File: src/sv/query_string_tokenize_decode_macros.svh
// assertion macros for the query string tokenizer
// no dependencies; included by the top level only
`ifndef QUERY_STRING_TOKENIZE_DECODE_MACROS_SVH
`define QUERY_STRING_TOKENIZE_DECODE_MACROS_SVH

// condition must never hold outside reset
`define QSTD_ASSERT_NEVER(label, clk, rst_n, cond) \
  label: assert property (@(posedge clk) disable iff (!rst_n) !(cond)) \
    else $error("qstd assertion failed");

// consequent holds in the same cycle as the antecedent
`define QSTD_ASSERT_IMPLIES(label, clk, rst_n, ante, cons) \
  label: assert property (@(posedge clk) disable iff (!rst_n) (ante) |-> (cons)) \
    else $error("qstd assertion failed");

// consequent holds in the cycle after the antecedent
`define QSTD_ASSERT_NEXT(label, clk, rst_n, ante, cons) \
  label: assert property (@(posedge clk) disable iff (!rst_n) (ante) |=> (cons)) \
    else $error("qstd assertion failed");

`endif

File: src/sv/qstd_pkg.sv
// types, constants and helpers shared by the query string tokenizer
// no dependencies
`timescale 1ns / 1ps

package qstd_pkg;

  localparam int unsigned QdDepth = 4;
  localparam int unsigned QdPtrW  = $clog2(QdDepth);

  localparam logic [7:0] ChEq      = 8'h3D;
  localparam logic [7:0] ChPlus    = 8'h2B;
  localparam logic [7:0] ChPct     = 8'h25;
  localparam logic [7:0] ChSpace   = 8'h20;
  localparam logic [7:0] SepReset  = 8'h26;

  typedef enum logic [2:0] {
    PH_NAME,
    PH_VALUE,
    PH_SKIPWS,
    PH_ESC1,
    PH_ESC2
  } phase_e;

  typedef enum logic [1:0] {
    REC_NAME  = 2'd0,
    REC_VALUE = 2'd1,
    REC_END   = 2'd2
  } rec_type_e;

  typedef struct packed {
    rec_type_e   rtype;
    logic [7:0]  data;
    logic [7:0]  arg;
    logic [11:0] nlen;
    logic [11:0] alen;
    logic        vp;
    logic        done;
  } rec_t;

  // one queue entry holds the records caused by one input beat
  typedef struct packed {
    logic two;
    rec_t r0;
    rec_t r1;
  } entry_t;

  function automatic logic [7:0] hex_digit(input logic [7:0] d);
    if (d <= 8'h39) begin
      return d - 8'h30;
    end else if (d <= 8'h46) begin
      return d - 8'h37;
    end else if (d <= 8'h66) begin
      return d - 8'h57;
    end else begin
      return 8'h00;
    end
  endfunction

  function automatic logic is_ws(input logic [7:0] c);
    return (c == ChSpace) || ((c >= 8'd9) && (c <= 8'd13));
  endfunction

  function automatic logic has_value(input phase_e ph);
    return (ph == PH_VALUE) || (ph == PH_ESC1) || (ph == PH_ESC2);
  endfunction

endpackage

File: src/sv/qstd_front.sv
// parser front end: separator register, parse state, record building
// depends on qstd_pkg
`timescale 1ns / 1ps

module qstd_front #(
  parameter int MAX_LEN  = 4095,
  parameter int MAX_ARGS = 255
) (
  input  logic             clk_i,
  input  logic             rst_ni,
  input  logic             cfg_we_i,
  input  logic [7:0]       cfg_wdata_i,
  input  logic             accept_i,
  input  logic [7:0]       in_byte_i,
  input  logic             end_of_string_i,
  output logic             push_o,
  output qstd_pkg::entry_t entry_o
);
  import qstd_pkg::*;

  localparam int LenW = ($clog2(MAX_LEN + 1) > 12) ? $clog2(MAX_LEN + 1) : 12;
  localparam int ArgW = ($clog2(MAX_ARGS + 1) > 8) ? $clog2(MAX_ARGS + 1) : 8;

  logic [7:0]      sep_q, sep_d;
  phase_e          phase_q, phase_d, ph_eff;
  logic [7:0]      esc_q, esc_d;
  logic [LenW-1:0] ncnt_q, ncnt_d, acnt_q, acnt_d;
  logic [ArgW-1:0] arg_q, arg_d;
  rec_t            rec_a, rec_b;
  logic            has_a;

  always_comb begin
    sep_d   = cfg_we_i ? cfg_wdata_i : sep_q;
    phase_d = phase_q;
    esc_d   = esc_q;
    ncnt_d  = ncnt_q;
    acnt_d  = acnt_q;
    arg_d   = arg_q;
    ph_eff  = phase_q;
    has_a   = 1'b0;
    rec_a   = '0;
    rec_b   = '0;
    if (accept_i) begin
      rec_a.arg = arg_q[7:0];
      if ((phase_q == PH_SKIPWS) && is_ws(in_byte_i)) begin
        // skipped whitespace, not counted
      end else if (in_byte_i == sep_q) begin
        has_a      = 1'b1;
        rec_a.rtype = REC_END;
        rec_a.nlen = ncnt_q[11:0];
        rec_a.alen = acnt_q[11:0];
        rec_a.vp   = has_value(phase_q);
        if (arg_q < ArgW'(MAX_ARGS)) begin
          arg_d = ArgW'(arg_q + 1'b1);
        end
        ncnt_d  = '0;
        acnt_d  = '0;
        esc_d   = '0;
        phase_d = PH_SKIPWS;
      end else begin
        if (phase_q == PH_SKIPWS) begin
          ph_eff = PH_NAME;
        end
        phase_d = ph_eff;
        if (acnt_q < LenW'(MAX_LEN)) begin
          acnt_d = LenW'(acnt_q + 1'b1);
        end
        unique case (ph_eff)
          PH_NAME: begin
            if (in_byte_i == ChEq) begin
              phase_d = PH_VALUE;
            end else begin
              if (ncnt_q < LenW'(MAX_LEN)) begin
                ncnt_d = LenW'(ncnt_q + 1'b1);
              end
              has_a       = 1'b1;
              rec_a.rtype = REC_NAME;
              rec_a.data  = in_byte_i;
            end
          end
          PH_VALUE: begin
            if (in_byte_i == ChPct) begin
              esc_d   = '0;
              phase_d = PH_ESC1;
            end else begin
              has_a       = 1'b1;
              rec_a.rtype = REC_VALUE;
              rec_a.data  = (in_byte_i == ChPlus) ? ChSpace : in_byte_i;
            end
          end
          PH_ESC1: begin
            esc_d   = hex_digit(in_byte_i);
            phase_d = PH_ESC2;
          end
          PH_ESC2: begin
            esc_d       = {esc_q[3:0], 4'h0} + hex_digit(in_byte_i);
            has_a       = 1'b1;
            rec_a.rtype = REC_VALUE;
            rec_a.data  = esc_d;
            phase_d     = PH_VALUE;
          end
          default: begin
            phase_d = PH_NAME;
          end
        endcase
      end
      if (end_of_string_i) begin
        rec_b.rtype = REC_END;
        rec_b.arg   = arg_d[7:0];
        rec_b.nlen  = ncnt_d[11:0];
        rec_b.alen  = acnt_d[11:0];
        rec_b.vp    = has_value(phase_d);
        rec_b.done  = 1'b1;
        phase_d     = PH_NAME;
        esc_d       = '0;
        ncnt_d      = '0;
        acnt_d      = '0;
        arg_d       = '0;
      end
    end
  end

  assign push_o      = accept_i && (has_a || end_of_string_i);
  assign entry_o.two = has_a && end_of_string_i;
  assign entry_o.r0  = has_a ? rec_a : rec_b;
  assign entry_o.r1  = rec_b;

  always_ff @(posedge clk_i or negedge rst_ni) begin
    if (!rst_ni) begin
      sep_q   <= SepReset;
      phase_q <= PH_NAME;
      esc_q   <= '0;
      ncnt_q  <= '0;
      acnt_q  <= '0;
      arg_q   <= '0;
    end else begin
      sep_q   <= sep_d;
      phase_q <= phase_d;
      esc_q   <= esc_d;
      ncnt_q  <= ncnt_d;
      acnt_q  <= acnt_d;
      arg_q   <= arg_d;
    end
  end

endmodule

File: src/sv/qstd_fifo.sv
// short queue of record entries between the parser and the output stage
// depends on qstd_pkg
`timescale 1ns / 1ps

module qstd_fifo (
  input  logic             clk_i,
  input  logic             rst_ni,
  input  logic             push_i,
  input  qstd_pkg::entry_t din_i,
  input  logic             pop_i,
  output qstd_pkg::entry_t dout_o,
  output logic             full_o,
  output logic             empty_o
);
  import qstd_pkg::*;

  entry_t              mem_q [QdDepth];
  logic [QdPtrW-1:0]   wr_q, wr_d, rd_q, rd_d;
  logic [QdPtrW:0]     cnt_q, cnt_d;
  logic                do_push, do_pop;

  assign full_o  = (cnt_q == (QdPtrW + 1)'(QdDepth));
  assign empty_o = (cnt_q == '0);
  assign do_push = push_i && !full_o;
  assign do_pop  = pop_i && !empty_o;
  assign dout_o  = mem_q[rd_q];

  always_comb begin
    wr_d  = do_push ? QdPtrW'(wr_q + 1'b1) : wr_q;
    rd_d  = do_pop ? QdPtrW'(rd_q + 1'b1) : rd_q;
    cnt_d = cnt_q;
    if (do_push && !do_pop) begin
      cnt_d = (QdPtrW + 1)'(cnt_q + 1'b1);
    end else if (do_pop && !do_push) begin
      cnt_d = (QdPtrW + 1)'(cnt_q - 1'b1);
    end
  end

  always_ff @(posedge clk_i or negedge rst_ni) begin
    if (!rst_ni) begin
      wr_q  <= '0;
      rd_q  <= '0;
      cnt_q <= '0;
    end else begin
      wr_q  <= wr_d;
      rd_q  <= rd_d;
      cnt_q <= cnt_d;
    end
  end

  always_ff @(posedge clk_i) begin
    if (do_push) begin
      mem_q[wr_q] <= din_i;
    end
  end

endmodule

File: src/sv/qstd_back.sv
// output stage: holds one entry and hands out its records one beat each
// depends on qstd_pkg
`timescale 1ns / 1ps

module qstd_back (
  input  logic             clk_i,
  input  logic             rst_ni,
  input  logic             q_empty_i,
  input  qstd_pkg::entry_t q_head_i,
  output logic             q_pop_o,
  input  logic             pop_i,
  output logic             empty_o,
  output qstd_pkg::rec_t   rec_o,
  output logic             run_last_o
);
  import qstd_pkg::*;

  entry_t cur_q, cur_d;
  logic   valid_q, valid_d;
  logic   idx_q, idx_d;
  logic   take, free;

  always_comb begin
    take    = pop_i && valid_q;
    free    = !valid_q || (take && (idx_q || !cur_q.two));
    q_pop_o = free && !q_empty_i;
    valid_d = free ? !q_empty_i : 1'b1;
    cur_d   = q_pop_o ? q_head_i : cur_q;
    idx_d   = free ? 1'b0 : (idx_q || take);
  end

  assign empty_o    = !valid_q;
  assign rec_o      = idx_q ? cur_q.r1 : cur_q.r0;
  assign run_last_o = idx_q || !cur_q.two;

  always_ff @(posedge clk_i or negedge rst_ni) begin
    if (!rst_ni) begin
      valid_q <= 1'b0;
      idx_q   <= 1'b0;
    end else begin
      valid_q <= valid_d;
      idx_q   <= idx_d;
    end
  end

  always_ff @(posedge clk_i) begin
    cur_q <= cur_d;
  end

endmodule

File: src/sv/query_string_tokenize_decode.sv
// top level of the query string tokenizer and value decoder
// depends on qstd_pkg, qstd_front, qstd_fifo, qstd_back and the macros header
//
//  channel   | handshake         | beat contents
//  ----------+-------------------+--------------------------------------------
//  input     | push / full       | in_byte_i, end_of_string_i
//  result    | empty / pop       | record_type_o .. run_last_o
//  config    | cfg_we_i          | cfg_wdata_i (separator byte)
//
// one input beat per cycle unless full; each beat makes zero, one or two result beats
// a beat that makes two results (a record plus end of string) needs two pops
// a four-entry queue between parser and output stage absorbs result-side stalls
// parser state updates in the accept cycle; a result passes the queue, then the output register
// reset sets the separator to '&' and empties the queue and output stage
`timescale 1ns / 1ps
`include "query_string_tokenize_decode_macros.svh"

module query_string_tokenize_decode #(
  parameter int MAX_LEN  = 4095,
  parameter int MAX_ARGS = 255
) (
  input  logic        clk_i,
  input  logic        rst_ni,
  input  logic        cfg_we_i,
  input  logic [7:0]  cfg_wdata_i,
  input  logic        push,
  output logic        full,
  input  logic [7:0]  in_byte_i,
  input  logic        end_of_string_i,
  output logic        empty,
  input  logic        pop,
  output logic [1:0]  record_type_o,
  output logic [7:0]  out_byte_o,
  output logic [7:0]  arg_number_o,
  output logic [11:0] name_length_o,
  output logic [11:0] arg_length_o,
  output logic        value_present_o,
  output logic        string_done_o,
  output logic        run_last_o
);
  import qstd_pkg::*;

  logic   accept, f_push, q_pop, q_empty;
  entry_t f_entry, q_head;
  rec_t   rec;

  assign accept = push && !full;

  qstd_front #(
    .MAX_LEN  (MAX_LEN),
    .MAX_ARGS (MAX_ARGS)
  ) u_front (
    .clk_i           (clk_i),
    .rst_ni          (rst_ni),
    .cfg_we_i        (cfg_we_i),
    .cfg_wdata_i     (cfg_wdata_i),
    .accept_i        (accept),
    .in_byte_i       (in_byte_i),
    .end_of_string_i (end_of_string_i),
    .push_o          (f_push),
    .entry_o         (f_entry)
  );

  qstd_fifo u_fifo (
    .clk_i   (clk_i),
    .rst_ni  (rst_ni),
    .push_i  (f_push),
    .din_i   (f_entry),
    .pop_i   (q_pop),
    .dout_o  (q_head),
    .full_o  (full),
    .empty_o (q_empty)
  );

  qstd_back u_back (
    .clk_i      (clk_i),
    .rst_ni     (rst_ni),
    .q_empty_i  (q_empty),
    .q_head_i   (q_head),
    .q_pop_o    (q_pop),
    .pop_i      (pop),
    .empty_o    (empty),
    .rec_o      (rec),
    .run_last_o (run_last_o)
  );

  assign record_type_o   = rec.rtype;
  assign out_byte_o      = rec.data;
  assign arg_number_o    = rec.arg;
  assign name_length_o   = rec.nlen;
  assign arg_length_o    = rec.alen;
  assign value_present_o = rec.vp;
  assign string_done_o   = rec.done;

  `QSTD_ASSERT_IMPLIES(a_full_has_out, clk_i, rst_ni, full, !empty)
  `QSTD_ASSERT_IMPLIES(a_done_is_end, clk_i, rst_ni, !empty && string_done_o, (record_type_o == REC_END) && run_last_o)
  `QSTD_ASSERT_NEXT(a_run_continues, clk_i, rst_ni, pop && !empty && !run_last_o, !empty)

endmodule

File: config.mk
export PLATFORM = sky130hd
export DESIGN_NAME = query_string_tokenize_decode
export DESIGN_NICKNAME = d
export VERILOG_FILES = /design/src/sv/qstd_pkg.sv /design/src/sv/qstd_front.sv /design/src/sv/qstd_fifo.sv /design/src/sv/qstd_back.sv /design/src/sv/query_string_tokenize_decode.sv
export VERILOG_INCLUDE_DIRS = /design/src /design/src/sv
export SDC_FILE = /design/constraint.sdc
export NUM_CORES = 1
export LEC_CHECK = 0
export BUFFER_PORTS_ARGS = -buffer_cell sky130_fd_sc_hd__buf_2
export CAP_MARGIN = 20
export CORE_ASPECT_RATIO = 0.7
export CORE_MARGIN = 10
export CORE_UTILIZATION = 45
export CTS_CLUSTER_DIAMETER = 80
export DETAILED_ROUTE_END_ITERATION = 8
export GPL_TIMING_DRIVEN = 0
export PLACE_DENSITY_LB_ADDON = 0.2
export SKIP_CTS_REPAIR_TIMING = 1
export SLEW_MARGIN = 30
export SYNTH_ARGS = -nofsm -noshare
export SYNTH_HDL_FRONTEND = slang
export SYNTH_SLANG_ARGS = --single-unit
File: constraint.sdc
create_clock -name clk_i -period 6.05 [get_ports clk_i]
set_input_delay 0 -clock clk_i [delete_from_list [all_inputs] [get_ports clk_i]]
set_output_delay 0 -clock clk_i [all_outputs]
set_load 0.01 [all_outputs]
==> impl_metrics.toml <==
[floorplanning]
core_um2 = 42500
die_y_um = 194
fp.dieW_um = 268
rows = 63
die_area_um2 = 51900
pin_count = 69
initial_utilization_pct = 45.7

[power_and_ir_drop]
irDropWorstVdd_mv = 0.207
sequentialPowerShare_pct = 45.7
switching_power_w = 0.00288
p_total_w = 0.0100
switching_share_pct = 28.7
p_int_w = 0.00716
power.leakage_nw = 7.79
pwr-share-comb_pct = 27.4
powerDensity_nw_per_um2 = 449
p_clk_share_pct = 26.9

[sta]
hold_viol = 1
clock-skew-final_ns = 0.0151
final_max_slew_viol_count = 0
fin_setup_tns_ns = 0
period_share_pct = 58.8
max-slew-margin-rel_pct = 31.2
min_period_ns = 3.56
setup_viol = 0
rsz0062_at_grt = "false"
max_freq_mhz = 281
tightestPinTransition_ns = 1.03
holdWs_ns = -0.00977

[synthesis]
synth-async-reset-ratio_pct = 12.4
synth_most_common_cell = "edfxtp_1"
ys_ff_latch = 451
synth_top_area_cell = "edfxtp_1"
syn_nets = 1232
synth_common_cells = "edfxtp_1 (395), mux4_2 (79), nor2_1 (63), nand2_1 (60), dfrtp_1 (53)"
synth_cell_types = 80
synth_edf_count = 395
yosysSeqAreaShare_pct = 68.4
syn_avg_cell_area_um2 = 16.3
synth_top_cell_area_share_pct = 61.2
synth-main-ff-cell = "edfxtp_1"
synth_area_leaders = "edfxtp_1 (61%), mux4_2 (9.2%), dfrtp_1 (6.8%)"
postSynthCellCount = 1187
synthesis.area_um2 = 19400
yosys_warnings = 0

[status]
violations = "hold timing"
status = "complete, but fails checks"

[drt]
drc = 0
wl_mm = 44.2
drtAntennaViolNets = 0
via_count = 11100
drt-initial-drc-count = 1007
routed_via_density = 5.76
drt_pre_antenna_iters = 5
avgRoutedWirePerCell_um = 23.1

[worst_setup_path]
timing.rr.end = "u_fifo.cnt_q[2]$_DFFE_PN0P_"
cp_num_buf_inv = 3
critical_path_class = "flop to flop"
path_delay_family = "compound AO/OA/AOI/OAI gates"
cp-end-kind = "flop"
reg2regPathDepth = 13
path_cells = "buf_2 > nor2_1 > a21boi_1 > or3_1 > o21ai_1 > a21oi_2 > buf_4 > ha_1 > inv_1 > fa_1 > xor2_1 > nor2_1 > xor2_1"
r2r-start = "u_front.phase_q[2]$_DFFE_PN0P_"
cp-start-kind = "flop"
slowest_delay_ns = 0.71
cp.required_ns = 6.52
critPathLaunch = "u_front.phase_q[2]$_DFFE_PN0P_"
crit_slowest_cell = "a21boi_1"
crit_arrival_ns = 4.03
cp.depth = 13
cp_max_fo = 10
r2r_setup_slack_ns = 2.49
crit_path_end = "u_fifo.cnt_q[2]$_DFFE_PN0P_"

[flow_run]
cap_violations = 0

[cells_and_area]
final_cells = 1918
syn2layout_area_growth_pct = 15.4
nets = 1378
design_area_um2 = 22400
antenna_cells_inserted = 0
drive_gt1_share_pct = 24.5

[clock_tree]
clk_path_buf_depth = 3
cts_root_buffer = "clkbuf_16"
clkLatencyLatePin_ns = 0.56
cts.sinks = 451
cts_made_buffers = 44
htreeDepth = 2
clkTransAtPathRegs_ns = 0.06
tritoncts = "built"

[global_routing]
antenna_found_initial = 1
grt_pass1_vias = 11300
grt_pass1_wl_mm = 67.8
grt_max_degree = 41
grt.total_usage_pct = 16.9
overflow = 0

[placement]
port-buffer-count = 65
hpwl_mm = 30.0
placedInstanceArea_um2 = 20700
placed_cells = 1818
gp_congestion = 0.925

[min_path]
hold_path_class = "input pin to async pin"
[cell type report]
type	instances	area, µm²
fill	3429	20100
sequential	451	13300
multi-input combinational	646	5760
clock buffer	57	1190
timing repair buffer	100	841
tap	552	691
buffer	66	309
clock inverter	22	230
inverter	24	90.1
[state kept, by name, summed over array words and instances, names as in the netlist]
name / flops
u_fifo.rd_q: 2
u_back.idx_q: 1
u_front.esc_q: 4
u_fifo.mem_q: 316
u_front.arg_q: 8
u_back.cur_q: 79
u_back.valid_q: 1
u_front.ncnt_q: 12
u_fifo.cnt_q: 3
u_front.phase_q: 3
u_fifo.wr_q: 2
u_front.acnt_q: 12
u_front.sep_q: 8
[cell families (layout without fill, tap and decap cells)]
| kind of cell | count (synthesis) | in the layout | synth area share, % |
|---|---|---|---|
| compound gates | 175 | 175 | 6.37 |
| xor+xnor | 34 | 34 | 1.54 |
| fa+ha+maj | 23 | 23 | 1.56 |
| buf+inv | 90 | 269 | 2.01 |
| flops | 451 | 451 | 68.4 |
| mux | 138 | 138 | 12.5 |
| simple gates | 276 | 276 | 7.59 |
[through the flow]
step,worst slack [ns],utilization (%)
final,2.49,52.7
after global routing,2.33,52.7
after CTS,2.51,52.2
after detailed placement,2.35,48.8
after global placement,-0.335,48.1
after floorplan,1.60,-
[cells in the final DEF, fill, tap and decap left out, drive strengths merged, types with 9 or more instances in the layout]
master	instances
inv	26
buf	109
dfrtp	53
nand2	61
dlygate4sd3	21
a21o	10
xnor2	14
ha	21
mux4	79
edfxtp	395
a21oi	41
nor3	23
nor2	66
or3	12
a31oi	9
and2	21
clkbuf	93
mux2i	11
and3	10
nor4	10
clkinv	13
o21ai	41
mux2	48
nand3	17
nor2b	19
xor2	20
a22o	18
nand4	14
[how the worst min path moves through the flow]
stage,start,endpoint,slack [ns]
final,rst_ni,u_front.sep_q[5]$_DFFE_PN1P_,-0.01
after global routing,rst_ni,u_front.sep_q[5]$_DFFE_PN1P_,0.00006
after CTS,rst_ni,u_back.valid_q$_DFF_PN0_,-0.68
after detailed placement,rst_ni,u_front.sep_q[7]$_DFFE_PN0P_,-0.09
after global placement,cfg_wdata_i[5],u_front.sep_q[5]$_DFFE_PN1P_,0.23
after floorplan,rst_ni,u_back.idx_q$_DFF_PN0_,-0.30
[power by group through the flow]
stage	sequential, W	clock, W	combinational [W]
final	0.00459	0.00271	0.00275
after global routing	0.00466	0.00291	0.00300
after CTS	0.00460	0.00278	0.00282
after detailed placement	0.00466	0	0.00281
after global placement	0.00474	0	0.00262
after floorplan	0.00463	0	0.00177
[layer usage]
| layer | global-route usage [%] | vias to the layer above | share of wire (%) |
|---|---|---|---|
| met4 | 5.30 | 2 | 2.9 |
| met2 | 25.1 | 386 | 45 |
| met5 | 0 | - | 0.025 |
| met3 | 3.70 | 77 | 6.5 |
| li1 | - | 4966 | - |
| met1 | 24.5 | 5626 | 46 |
Note: power is estimated with default switching activity, not from simulation.
